File: config.mk
export PLATFORM = sky130hd
export DESIGN_NAME = canonical_kmer_hasher_core_flat
export DESIGN_NICKNAME = d
export VERILOG_FILES = /design/src/hw/rtl/ckh_pkg.sv /design/src/hw/rtl/ckh_in_if.sv /design/src/hw/rtl/ckh_out_if.sv /design/src/hw/rtl/ckh_front.sv /design/src/hw/rtl/ckh_fifo.sv /design/src/hw/rtl/ckh_hash.sv /design/src/hw/rtl/canonical_kmer_hasher_core.sv /design/src/flat_wrapper.sv
export VERILOG_INCLUDE_DIRS = /design/src /design/src/hw/rtl
export SDC_FILE = /design/constraint.sdc
export NUM_CORES = 2
export LEC_CHECK = 0
export BUFFER_PORTS_ARGS = -buffer_cell sky130_fd_sc_hd__buf_2
export CORE_MARGIN = 3
export CORE_UTILIZATION = 25
export DETAILED_ROUTE_END_ITERATION = 16
export GPL_TIMING_DRIVEN = 0
export HOLD_SLACK_MARGIN = 0.02
export SYNTH_ARGS = -nofsm -noshare
export SYNTH_HDL_FRONTEND = slang
export SYNTH_SLANG_ARGS = --single-unit
File: constraint.sdc
create_clock -name clk -period 11.9 [get_ports clk]
set_input_delay 1.19 -clock clk [delete_from_list [all_inputs] [get_ports clk]]
set_output_delay 1.19 -clock clk [all_outputs]
set_load 0.02 [all_outputs]
File: src/hw/rtl/canonical_kmer_hasher_core_assert.svh
// Assertion macros for the canonical k-mer hasher
`ifndef CANONICAL_KMER_HASHER_CORE_ASSERT_SVH
`define CANONICAL_KMER_HASHER_CORE_ASSERT_SVH
`ifndef ASSERT_OFF
`define CKH_ASSERT(lbl, prop, msg) \
	lbl: assert property (@(posedge clk) disable iff (!arst_n) prop) else $error(msg);
`define CKH_ASSERT_NEXT(lbl, pre, post, msg) \
	lbl: assert property (@(posedge clk) disable iff (!arst_n) pre |=> post) else $error(msg);
`else
`define CKH_ASSERT(lbl, prop, msg)
`define CKH_ASSERT_NEXT(lbl, pre, post, msg)
`endif
`endif

File: src/hw/rtl/ckh_pkg.sv
// Shared types, constants and helper functions for the canonical k-mer hasher
`timescale 1ns / 1ps
package ckh_pkg;

	localparam int KMER_W     = 62;
	localparam int CHAR_W     = 8;
	localparam int LEN_W      = 5;
	localparam int BUCKET_W   = 24;
	localparam int CFG_IDX_W  = 1;
	localparam int CFG_DATA_W = 5;
	localparam int FIFO_DEPTH = 4;
	localparam int FIFO_PTR_W = 2;
	localparam int FIFO_CNT_W = 3;

	localparam logic [LEN_W-1:0] KLEN_RESET  = 5'd31;
	localparam logic [LEN_W-1:0] PBITS_RESET = 5'd14;
	localparam logic [LEN_W-1:0] PBITS_MAX   = 5'd24;

	typedef enum logic [CFG_IDX_W-1:0] {
		CFG_KMER_LENGTH = 1'b0,
		CFG_PREFIX_BITS = 1'b1
	} cfg_idx_t;

	typedef struct packed {
		logic       ok;
		logic [1:0] code;
	} base_t;

	typedef struct packed {
		logic [KMER_W-1:0]   canon;
		logic [KMER_W-1:0]   mask;
		logic [BUCKET_W-1:0] pmask;
	} kmer_job_t;

	typedef struct packed {
		logic full;
		logic empty;
	} fifo_stat_t;

	function automatic base_t map_base(input logic [CHAR_W-1:0] ch);
		base_t b;
		b.ok = 1'b1;
		case (ch)
			8'h00, "A", "a": b.code = 2'd0;
			8'h01, "C", "c": b.code = 2'd1;
			8'h02, "G", "g": b.code = 2'd2;
			8'h03, "T", "t", "U", "u": b.code = 2'd3;
			default: begin
				b.ok = 1'b0;
				b.code = 2'd0;
			end
		endcase
		return b;
	endfunction

	function automatic logic [LEN_W-1:0] eff_klen(input logic [LEN_W-1:0] k);
		return (k == '0) ? LEN_W'(1) : k;
	endfunction

	function automatic logic [LEN_W-1:0] eff_pbits(input logic [LEN_W-1:0] p);
		return (p > PBITS_MAX) ? PBITS_MAX : p;
	endfunction

	// k is at least one, so the shift stays within the word
	function automatic logic [KMER_W-1:0] kmer_mask(input logic [LEN_W-1:0] k);
		logic [6:0] sh;
		sh = 7'(KMER_W) - 7'({k, 1'b0});
		return {KMER_W{1'b1}} >> sh;
	endfunction

	function automatic logic [BUCKET_W-1:0] bucket_mask(input logic [LEN_W-1:0] p);
		logic [LEN_W-1:0] sh;
		sh = LEN_W'(BUCKET_W) - p;
		return {BUCKET_W{1'b1}} >> sh;
	endfunction

endpackage

File: src/hw/rtl/ckh_in_if.sv
// Character channel: one sequence byte and its start flag per word
`timescale 1ns / 1ps
interface ckh_in_if import ckh_pkg::*; ();
	logic              valid;
	logic              ready;
	logic [CHAR_W-1:0] base_char;
	logic              seq_start;

	modport source(output valid, base_char, seq_start, input ready);
	modport sink(input valid, base_char, seq_start, output ready);
endinterface

File: src/hw/rtl/ckh_out_if.sv
// Hash channel: one hashed canonical k-mer and its bucket index per word
`timescale 1ns / 1ps
interface ckh_out_if import ckh_pkg::*; ();
	logic                valid;
	logic                ready;
	logic [KMER_W-1:0]   kmer_hash;
	logic [BUCKET_W-1:0] bucket_index;

	modport source(output valid, kmer_hash, bucket_index, input ready);
	modport sink(input valid, kmer_hash, bucket_index, output ready);
endinterface

File: src/hw/rtl/ckh_front.sv
// Front end: base decode, forward and reverse-complement k-mer tracking, canonical pick
`timescale 1ns / 1ps
module ckh_front import ckh_pkg::*; (
	input  logic             clk,
	input  logic             arst_n,
	ckh_in_if.sink           chars,
	input  logic [LEN_W-1:0] klen,
	input  logic [LEN_W-1:0] pbits,
	input  fifo_stat_t       stat,
	output logic             push,
	output kmer_job_t        job
);

	logic [KMER_W-1:0] fwd_q, rev_q, fwd_base, rev_base, fwd_n, rev_n, mask;
	logic [LEN_W-1:0]  cnt_q, cnt_base, cnt_inc, cnt_n;
	logic [5:0]        rev_sh;
	logic              acc;
	base_t             b;

	assign chars.ready = !stat.full;
	assign acc = chars.valid && chars.ready;
	assign b = map_base(chars.base_char);
	assign mask = kmer_mask(klen);
	assign rev_sh = {klen - LEN_W'(1), 1'b0};

	always_comb begin
		fwd_base = chars.seq_start ? '0 : fwd_q;
		rev_base = chars.seq_start ? '0 : rev_q;
		cnt_base = chars.seq_start ? '0 : cnt_q;
		fwd_n = ((fwd_base << 2) | KMER_W'(b.code)) & mask;
		rev_n = ((rev_base >> 2) | (KMER_W'(2'd3 - b.code) << rev_sh)) & mask;
		cnt_inc = (cnt_base < klen) ? cnt_base + LEN_W'(1) : cnt_base;
		cnt_n = (cnt_inc > klen) ? klen : cnt_inc;
	end

	always_ff @(posedge clk or negedge arst_n) begin
		if (!arst_n) begin
			fwd_q <= '0;
			rev_q <= '0;
			cnt_q <= '0;
		end else if (acc) begin
			if (b.ok) begin
				fwd_q <= fwd_n;
				rev_q <= rev_n;
				cnt_q <= cnt_n;
			end else begin
				fwd_q <= '0;
				rev_q <= '0;
				cnt_q <= '0;
			end
		end
	end

	assign push = acc && b.ok && (cnt_n == klen);

	always_comb begin
		job.canon = (fwd_n < rev_n) ? fwd_n : rev_n;
		job.mask = mask;
		job.pmask = bucket_mask(pbits);
	end

endmodule

File: src/hw/rtl/ckh_fifo.sv
// Four-word queue between the front end and the hash pipeline
`timescale 1ns / 1ps
module ckh_fifo import ckh_pkg::*; (
	input  logic       clk,
	input  logic       arst_n,
	input  logic       push,
	input  kmer_job_t  wr_job,
	input  logic       pop,
	output kmer_job_t  rd_job,
	output fifo_stat_t stat
);

	kmer_job_t             slot_q [FIFO_DEPTH];
	logic [FIFO_PTR_W-1:0] wr_ptr_q, rd_ptr_q;
	logic [FIFO_CNT_W-1:0] cnt_q;

	assign stat.full = (cnt_q == FIFO_CNT_W'(FIFO_DEPTH));
	assign stat.empty = (cnt_q == '0);
	assign rd_job = slot_q[rd_ptr_q];

	always_ff @(posedge clk) begin
		if (push) begin
			slot_q[wr_ptr_q] <= wr_job;
		end
	end

	always_ff @(posedge clk or negedge arst_n) begin
		if (!arst_n) begin
			wr_ptr_q <= '0;
			rd_ptr_q <= '0;
			cnt_q <= '0;
		end else begin
			if (push) begin
				wr_ptr_q <= wr_ptr_q + FIFO_PTR_W'(1);
			end
			if (pop) begin
				rd_ptr_q <= rd_ptr_q + FIFO_PTR_W'(1);
			end
			case ({push, pop})
				2'b10: cnt_q <= cnt_q + FIFO_CNT_W'(1);
				2'b01: cnt_q <= cnt_q - FIFO_CNT_W'(1);
				default: cnt_q <= cnt_q;
			endcase
		end
	end

endmodule

File: src/hw/rtl/ckh_hash.sv
// Back end: four-stage masked invertible hash with output register
`timescale 1ns / 1ps
module ckh_hash import ckh_pkg::*; (
	input  logic       clk,
	input  logic       arst_n,
	input  kmer_job_t  job,
	input  fifo_stat_t stat,
	output logic       pop,
	ckh_out_if.source  hashes
);

	logic                v_s1, v_s2, v_s3, v_s4;
	logic                en1, en2, en3, en4;
	logic [KMER_W-1:0]   key_s1, key_s2, key_s3, key_s4;
	logic [KMER_W-1:0]   mask_s1, mask_s2, mask_s3;
	logic [BUCKET_W-1:0] pmask_s1, pmask_s2, pmask_s3, bucket_s4;
	logic [KMER_W-1:0]   t1, t2, t3, h1, h2, h3, h4;

	assign en4 = !v_s4 || hashes.ready;
	assign en3 = !v_s3 || en4;
	assign en2 = !v_s2 || en3;
	assign en1 = !v_s1 || en2;
	assign pop = en1 && !stat.empty;

	always_comb begin
		t1 = (~job.canon + (job.canon << 21)) & job.mask;
		h1 = t1 ^ (t1 >> 24);
		t2 = (key_s1 + (key_s1 << 3) + (key_s1 << 8)) & mask_s1;
		h2 = t2 ^ (t2 >> 14);
		t3 = (key_s2 + (key_s2 << 2) + (key_s2 << 4)) & mask_s2;
		h3 = t3 ^ (t3 >> 28);
		h4 = (key_s3 + (key_s3 << 31)) & mask_s3;
	end

	always_ff @(posedge clk or negedge arst_n) begin
		if (!arst_n) begin
			v_s1 <= 1'b0;
			v_s2 <= 1'b0;
			v_s3 <= 1'b0;
			v_s4 <= 1'b0;
		end else begin
			if (en1) v_s1 <= !stat.empty;
			if (en2) v_s2 <= v_s1;
			if (en3) v_s3 <= v_s2;
			if (en4) v_s4 <= v_s3;
		end
	end

	always_ff @(posedge clk) begin
		if (en1) begin
			key_s1 <= h1;
			mask_s1 <= job.mask;
			pmask_s1 <= job.pmask;
		end
		if (en2) begin
			key_s2 <= h2;
			mask_s2 <= mask_s1;
			pmask_s2 <= pmask_s1;
		end
		if (en3) begin
			key_s3 <= h3;
			mask_s3 <= mask_s2;
			pmask_s3 <= pmask_s2;
		end
		if (en4) begin
			key_s4 <= h4;
			bucket_s4 <= h4[BUCKET_W-1:0] & pmask_s3;
		end
	end

	assign hashes.valid = v_s4;
	assign hashes.kmer_hash = key_s4;
	assign hashes.bucket_index = bucket_s4;

endmodule

File: src/hw/rtl/canonical_kmer_hasher_core.sv
// Top level of the canonical k-mer hasher: config registers, front end, queue, hash pipeline
//
//  channel  dir  fields                              handshake
//  chars    in   base_char[7:0], seq_start           valid/ready
//  hashes   out  kmer_hash[61:0], bucket_index[23:0] valid/ready
//  cfg      in   cfg_index[0], cfg_data[4:0]         cfg_we, no back-pressure
//
// One character word per cycle sustained; the k-mer state update sets that rate.
// An accepted character's hash passes the queue and stages s1 to s4 before hashes.
// chars stalls only when the four-word queue is full; hashes back-pressure
// fills the hash pipeline and then the queue.
// Reset clears the k-mer state, sets k = 31 and prefix bits = 14.
`timescale 1ns / 1ps
`include "canonical_kmer_hasher_core_assert.svh"
module canonical_kmer_hasher_core import ckh_pkg::*; (
	input  logic                  clk,
	input  logic                  arst_n,
	ckh_in_if.sink                chars,
	ckh_out_if.source             hashes,
	input  logic                  cfg_we,
	input  logic [CFG_IDX_W-1:0]  cfg_index,
	input  logic [CFG_DATA_W-1:0] cfg_data
);

	logic [LEN_W-1:0]    klen_q, pbits_q, klen_eff, pbits_eff;
	logic                push, pop;
	kmer_job_t           wr_job, rd_job;
	fifo_stat_t          stat;
	logic [KMER_W-1:0]   hash_spill;
	logic [BUCKET_W-1:0] bucket_spill;

	always_ff @(posedge clk or negedge arst_n) begin
		if (!arst_n) begin
			klen_q <= KLEN_RESET;
			pbits_q <= PBITS_RESET;
		end else if (cfg_we) begin
			case (cfg_idx_t'(cfg_index))
				CFG_KMER_LENGTH: klen_q <= cfg_data;
				CFG_PREFIX_BITS: pbits_q <= cfg_data;
				default: klen_q <= klen_q;
			endcase
		end
	end

	assign klen_eff = eff_klen(klen_q);
	assign pbits_eff = eff_pbits(pbits_q);

	ckh_front u_front (
		.clk    (clk),
		.arst_n (arst_n),
		.chars  (chars),
		.klen   (klen_eff),
		.pbits  (pbits_eff),
		.stat   (stat),
		.push   (push),
		.job    (wr_job)
	);

	ckh_fifo u_fifo (
		.clk    (clk),
		.arst_n (arst_n),
		.push   (push),
		.wr_job (wr_job),
		.pop    (pop),
		.rd_job (rd_job),
		.stat   (stat)
	);

	ckh_hash u_hash (
		.clk    (clk),
		.arst_n (arst_n),
		.job    (rd_job),
		.stat   (stat),
		.pop    (pop),
		.hashes (hashes)
	);

	assign hash_spill = hashes.kmer_hash & ~kmer_mask(klen_eff);
	assign bucket_spill = hashes.bucket_index & ~hashes.kmer_hash[BUCKET_W-1:0];

	`CKH_ASSERT(a_no_overflow, !(push && stat.full), "push into full queue")
	`CKH_ASSERT_NEXT(a_push_lands, push && !pop, !stat.empty, "pushed word lost")
	`CKH_ASSERT(a_hash_in_mask, hashes.valid |-> (hash_spill == '0), "hash exceeds 2k bits")
	`CKH_ASSERT(a_bucket_sub, hashes.valid |-> (bucket_spill == '0), "bucket not from hash")

endmodule
File: src/flat_wrapper.sv
// flat-port wrapper written by rule: the top's interface ports become plain ports
module canonical_kmer_hasher_core_flat import ckh_pkg::*;
  (clk, arst_n, cfg_we, cfg_index, cfg_data, chars_valid, chars_base_char, chars_seq_start, chars_ready, hashes_valid, hashes_kmer_hash, hashes_bucket_index, hashes_ready);
  ckh_in_if chars_i ();
  ckh_out_if hashes_i ();
  input  logic clk;
  input  logic arst_n;
  input  logic cfg_we;
  input  logic [CFG_IDX_W-1:0] cfg_index;
  input  logic [CFG_DATA_W-1:0] cfg_data;
  input wire logic [$bits(chars_i.valid)-1:0] chars_valid;
  input wire logic [$bits(chars_i.base_char)-1:0] chars_base_char;
  input wire logic [$bits(chars_i.seq_start)-1:0] chars_seq_start;
  output wire logic [$bits(chars_i.ready)-1:0] chars_ready;
  output wire logic [$bits(hashes_i.valid)-1:0] hashes_valid;
  output wire logic [$bits(hashes_i.kmer_hash)-1:0] hashes_kmer_hash;
  output wire logic [$bits(hashes_i.bucket_index)-1:0] hashes_bucket_index;
  input wire logic [$bits(hashes_i.ready)-1:0] hashes_ready;
  assign chars_i.valid = chars_valid;
  assign chars_i.base_char = chars_base_char;
  assign chars_i.seq_start = chars_seq_start;
  assign chars_ready = chars_i.ready;
  assign hashes_valid = hashes_i.valid;
  assign hashes_kmer_hash = hashes_i.kmer_hash;
  assign hashes_bucket_index = hashes_i.bucket_index;
  assign hashes_i.ready = hashes_ready;
  canonical_kmer_hasher_core u_core (.clk(clk), .arst_n(arst_n), .chars(chars_i), .hashes(hashes_i), .cfg_we(cfg_we), .cfg_index(cfg_index), .cfg_data(cfg_data));
endmodule
Word level (Yosys, flattened, before mapping):

Memories as Yosys holds them, arrays and structs flattened.
Index checks and enable logic that the tools add are counted.

* add/subtract/negate cells: 15
* order comparisons: 4
* equality and inequality tests: 17
* shifts and indexed selects: 3
* muxes and demuxes: 16
* bitwise operators: 14
* reductions and logical operators: 24

Operators with widths (count)
* 62-bit adder: 6
* 62-bit AND: 6
* 62-bit two-way mux: 3
* 60-bit two-way mux: 2
* 8-bit by 7-bit == test with 1-bit output (second input constant): 10
* 62-bit less-than comparator: 1
* 62-bit inverter: 1
* 60-bit by 62-bit bitwise OR with 62-bit output: 1
* 62-bit by 2-bit bitwise OR with 62-bit output: 1
* 62-bit by 6-bit << shifter with 62-bit output: 1
* 62-bit by 7-bit >> shifter with 62-bit output (first input constant): 1
* 62-bit by 34-bit XOR with 62-bit output: 1
* 62-bit by 38-bit XOR with 62-bit output: 1
* 62-bit by 48-bit XOR with 62-bit output: 1
* 5-bit two-way mux: 6
* 24-bit AND: 1
* 24-bit by 5-bit >> shifter with 24-bit output (first input constant): 1
* 8-bit by 2-bit == test with 1-bit output (second input constant): 2
* 14-bit OR reduction: 1
* 8-bit by 1-bit == test with 1-bit output (second input constant): 1
* 8-bit zero test: 1
* 6-bit by 6-bit subtractor with 7-bit output (first input constant): 1
* 1-bit zero test: 6
* 2-bit one-hot mux with 3 select lines: 1
* 25 further kinds: 36

* bits in registers: 678
* memory bits (writable): 592
* bits of input ports: 20
* output and inout port bits: 88
* logic and storage cells: 117
* memories kept: 1

Memory list
* u_core.u_fifo.slot_q: words 4, width 148, read ports 1, clocked after Yosys merged registers in 0, wr ports 1, RTL line ckh_fifo.sv:13 `kmer_job_t slot_q [FIFO_DEPTH];`

Longest topological paths before layout:

* depth in word-level cells: 10
* mapped depth: 24
* gate-level depth less buffers: 21

Hierarchy:

From an unflattened synthesis, not the netlist that was laid out.

* cell total of the unflattened synthesis: 4736
* area, all modules: 63637.3 um^2

By module, submodules not included
* ckh_hash: times used 1, cells an instance 2691, area an instance 31814.3 um^2, seq. area each 16015.4 um^2
* ckh_fifo: times used 1, cells an instance 811, area an instance 21740.9 um^2, seq. area each 17952.2 um^2
* ckh_front: times used 1, cells an instance 1200, area an instance 9608.0 um^2, seq. area each 3128.0 um^2
* canonical_kmer_hasher_core: times used 1, cells an instance 34, area an instance 474.2 um^2, seq. area each 260.2 um^2

Worst setup path before layout:

Ideal clock, no wire load.

* path kind: input to register
* from: input chars_seq_start
* to: memory u_core.u_fifo.slot_q[0][0] (netlist bit), enable pin
* library setup time: 0.594 ns
* arrival time: 8.757 ns
* data required time: 11.306 ns
* path slack: 2.549 ns
* stages on the path: 18
* buffers on the path: 2
* path through: nor2b_1 clkbuf_1 ha_1 inv_1 o21ai_1 nand2_2 mux2_2 ha_1 nor2b_1 o21a_1 o21ai_0 nand2b_1 a21oi_1 a31oi_1 nand2_1 o41a_1 buf_2 nor2_1

* longest elaborated chain between the ends: 9
* elaborated cells on any way between the ends: 10
* classes of those cells: add/sub (1); order compare (2); eq/ne (1); mux (5); reduce/logical (1)

Ends and longest elaborated chain
* from (decl): RTL line flat_wrapper.sv:13 `input wire logic [$bits(chars_i.seq_start)-1:0] chars_seq_start;`
* 5-bit two-way mux *: RTL line ckh_front.sv:29 `cnt_base = chars.seq_start ? '0 : cnt_q;`
* 5-bit by 1-bit adder with 5-bit output or 5-bit less-than comparator (tied branches): RTL line ckh_front.sv:32 `cnt_inc = (cnt_base < klen) ? cnt_base + LEN_W'(1) : cnt_base;`
* 5-bit two-way mux *: RTL line ckh_front.sv:32
* 5-bit > comparator: RTL line ckh_front.sv:33 `cnt_n = (cnt_inc > klen) ? klen : cnt_inc;`
* 5-bit two-way mux *: RTL line ckh_front.sv:33
* 5-bit == test *: RTL line ckh_front.sv:54 `assign push = acc && b.ok && (cnt_n == klen);`
* 1-bit logical AND *: RTL line ckh_front.sv:54
* 1-bit two-way mux *: RTL line ckh_fifo.sv:22 `if (push) begin`
* 1-bit two-way mux (not written as such) *: RTL line ckh_fifo.sv:23 `slot_q[wr_ptr_q] <= wr_job;`
* to (decl): RTL line ckh_fifo.sv:13

Every way passes the cells marked *; elsewhere a longest branch is shown, timed or not.

==> impl_results.md <==
* Area leader, netlist: edfxtp_1
* Routed Antenna Nets at 0
* Reg clk slew, reported paths at 70 ps
* Worst path top cell family by delay: compound AO/OA/AOI/OAI gates
* Xor and xnor area share after synthesis at 4.491%
* Post-synth EDFFs at 905
* Initial antenna violation count at 7
* Seq/Total Area, Yosys at 55.74%
* Layout Area Growth over Synthesis at 15.26%
* Yosys warns at 0
* Status: finished clean
* Total GRT Usage at 13.11%
* Crit path cell chain: buf_2 > nor4b_1 > nand3_1 > o21ai_0 > a41oi_1 > nand2_1 > or3_1 > o2bb2ai_1 > nand2_1 > ha_1 > a21oi_1 > o21ai_0 > a221oi_1 > o21ai_0 > a31o_2 > a211o_1 > a221oi_1 > o21ai_1 > buf_4 > buf_6 > mux2i_1
* Final Max Slew Viols at 0
* Synthesized-area fraction occupied by adder cells at 10.40%
* FMAX at 133.6 MHz
* Req. time, crit path at 12270 ps
* Layout cells sized above 1 at 10.79%
* Most used flip-flop cell after synthesis: edfxtp_1
* Vias in the first global route at 35661
* Post-Syn Instances at 4339
* Max Root-Sink Buffers at 3
* Yosys cell types at 103
* CP Max Fanout at 10
* Row count at 172
* Synthesized area at 0.05533 mm2
* Fraction of synthesized area in multiplexers at 6.248%
* Fill cells at 22419
* Reg2reg path depth at 23
* H-Tree Depth at 3
* Simple-gate area share of the yosys netlist at 10.06%
* Count of final setup violators at 0
* Post-synth ARST share at 13.89%
* Final period util at 62.89%
* CP peak stage delay at 890 ps
* Kind of critical path: input pin to flop
* Largest family of logic cells by synthesized area: compound AO/OA/AOI/OAI gates
* Core area at 0.2199 mm2
* RSZ-0062 raised after global routing: false
* FF-to-FF Start: u_core.klen_q[2]$_DFFE_PN1P_
* Startpoint types: input pin
* I/O pin count at 108
* Sink Count at 1051
* Post-CTS Hold Fix Bufs at 0
* Cts repair resizes at 0
* Die width at 476.4 um
* Via count at 35933
* Via density at 4.709
* CP bufs+invs at 3
* Root Driver: clkbuf_16
* R2r endpoint: u_core.u_fifo.slot_q[2][108]$_DFFE_PP_
* Placed cell count at 7433
* Routed wire per std cell at 19.99 um
* Multi-input logic area at 0.02321 mm2
* Worst min-delay path class: input pin to asynchronous set/reset pin
* First-pass GRT wire length at 229000 um
* Die height at 476.4 um
* Post-Syn Nets at 4750
* R2r setup slk at 4850 ps
* CP most frequent cell: o21ai_0
* Dpl hpwl at 119900 um
* Average size of a mapped cell at 12.75 um2
* Flops & latches, synth at 1051
* Synth Area in Compound Gates at 10.67%
* Worst setup EP type: flop
* Drt first pass iters at 5
* Die area at 0.2270 mm2
* Most common cell after layout, fill and taps aside: edfxtp_1
* Slew @ Worst Pin at 1163 ps
* Arrival @ worst endpoint at 7850 ps
* Top-area cell type share of the netlist area at 49.12%
* Count of final hold-check violations at 0
* Post-CTS Setup Bufs at 0
* DR iter-0 viols at 3185
* Port Buffers at 107
* Min cycle time layout at 7483 ps
* Commonest non-fill, non-tap cells in the layout: edfxtp_1 (905), nand2_1 (495), o21ai_0 (277), ha_1 (276), a21oi_1 (239)
* Final GP Congestion at 0.9249
* Largest net degree at the start of global routing at 97
* Clock Skew at 29.49 ps
* Synth top area cells: edfxtp_1 (49%), dfrtp_1 (6.2%), ha_1 (6.2%), mux4_2 (4.7%), fa_1 (4.2%)
* Remaining global-route overflow at 0
* DRC at 0
* Clock buffer count from CTS at 104
* Post-Route WL at 152500 um
* Slew HR at 21.44%
* Initial Util at 25.16%
* Worst-Skew Late Latency at 730 ps
* CP max stage cell: a41oi_1
* Final net count at 4992
* CTS tree: yes
* Seq. cell area at 0.03084 mm2
* Max Cap Viol at 0
* Layout Cells excl Fill at 7631
## cells in the mapped netlist, drive strengths merged, types with 35 or more instances
master / n
o2bb2ai: 50
nand4: 54
nor2b: 48
fa: 115
and3: 56
o21ai: 284
ha: 276
clkbuf: 105
dfrtp: 138
and2: 118
inv: 190
nor3: 44
nor2: 167
mux2i: 69
a21o: 97
buf: 35
mux4: 117
nand2: 497
edfxtp: 905
xnor2: 184
xor2: 98
a21oi: 242
nand3: 72
nand2b: 38
## final cells by class
class | instances | share of cell area, %
diodes | 4 | 0.01570
plain buffers | 140 | 0.9516
clock buffers | 120 | 4.224
clock inverters | 74 | 1.291
inverters | 191 | 1.128
multi-input cells | 2957 | 36.40
flip-flops and latches | 1051 | 48.36
well taps | 2958 | 5.804
repair buffers | 136 | 1.821
## worst reg2reg max path, cell delays in order (launching register included)
cell	delay [ps]
dfstp_2	510
buf_2	200
nor4_4	80
nor2_1	380
ha_1	260
inv_1	60
ha_1	300
clkbuf_1	360
nor2b_1	470
nand2_1	270
o2bb2ai_1	200
nand2_1	130
ha_1	340
a21o_1	180
a21o_1	170
a21oi_1	140
o21ai_0	210
a31o_2	320
a211o_1	280
a221oi_1	500
o21ai_1	140
buf_4	250
buf_6	190
mux2i_1	760
## state kept, by name (all words and copies together), names as in the netlist, 3 cells and up
register	flops
u_core.klen_q	5
u_core.pbits_q	5
u_core.u_fifo.cnt_q	3
u_core.u_fifo.slot_q	468
u_core.u_front.cnt_q	5
u_core.u_front.fwd_q	60
u_core.u_front.rev_q	60
u_core.u_hash.hashes.bucket_index	24
u_core.u_hash.hashes.kmer_hash	62
u_core.u_hash.key_s1	62
u_core.u_hash.key_s2	62
u_core.u_hash.key_s3	62
u_core.u_hash.mask_s1	31
u_core.u_hash.mask_s2	31
u_core.u_hash.mask_s3	31
u_core.u_hash.pmask_s1	24
u_core.u_hash.pmask_s2	24
u_core.u_hash.pmask_s3	24
## how the worst max path moves through the flow
stage | slack, ps | endpoint | from | depth (start not counted)
finish | 4420 | u_core.u_fifo.slot_q[2][108]$_DFFE_PP_ | chars_base_char[4] | 21
detailed placement | 3990 | u_core.u_fifo.slot_q[2][108]$_DFFE_PP_ | chars_base_char[4] | 21
global placement | -2660 | u_core.u_fifo.slot_q[0][95]$_DFFE_PP_ | chars_seq_start | 18
global route | 4410 | u_core.u_fifo.slot_q[1][108]$_DFFE_PP_ | chars_base_char[4] | 21
floorplan | 2550 | u_core.u_fifo.slot_q[0][0]$_DFFE_PP_ | chars_seq_start | 18
CTS | 4750 | u_core.u_fifo.slot_q[2][108]$_DFFE_PP_ | chars_base_char[4] | 21
## metrics by stage
| stage | utilization [%] | hold slack, ps | TNS [ps] | instance area (um2) | setup slack, ps |
|---|---|---|---|---|---|
| 2_1_floorplan | - | 400.3 | 0 | 55330 | 2549 |
| 3_3_place_gp | 27.08 | 406.3 | -1224210 | 59560 | -2663 |
| 3_5_place_dp | 27.39 | 404.5 | 0 | 60240 | 3990 |
| 4_1_cts | 28.99 | 333.7 | 0 | 63760 | 4745 |
| 5_1_grt | 28.99 | 352.8 | 0 | 63760 | 4413 |
| 6_report | 28.99 | 364.2 | 0 | 63770 | 4417 |
## routing by layer
layer | up-vias | share of wire (%) | GRT usage, %
met4 | 0 | 4.1 | 5.064
met1 | 17872 | 45 | 18.10
met5 | - | 0 | 0
met3 | 261 | 5.6 | 2.045
met2 | 1168 | 45 | 20.64
li1 | 16632 | - | -
## logic make-up (layout without fill, tap and decap cells)
logic type	count (synthesis)	after routing
adder cells (fa/ha/maj)	391	391
AO/OA/AOI/OAI	924	924
XOR/XNOR	282	282
multiplexers	197	197
buffers and inverters	331	661
AND/OR/NAND/NOR	1163	1163
flip-flops	1051	1051
other	0	4
Power is left out: the tool's default activity adds up to more than one toggle a clock period on the data nets, which glitch-free logic cannot reach.
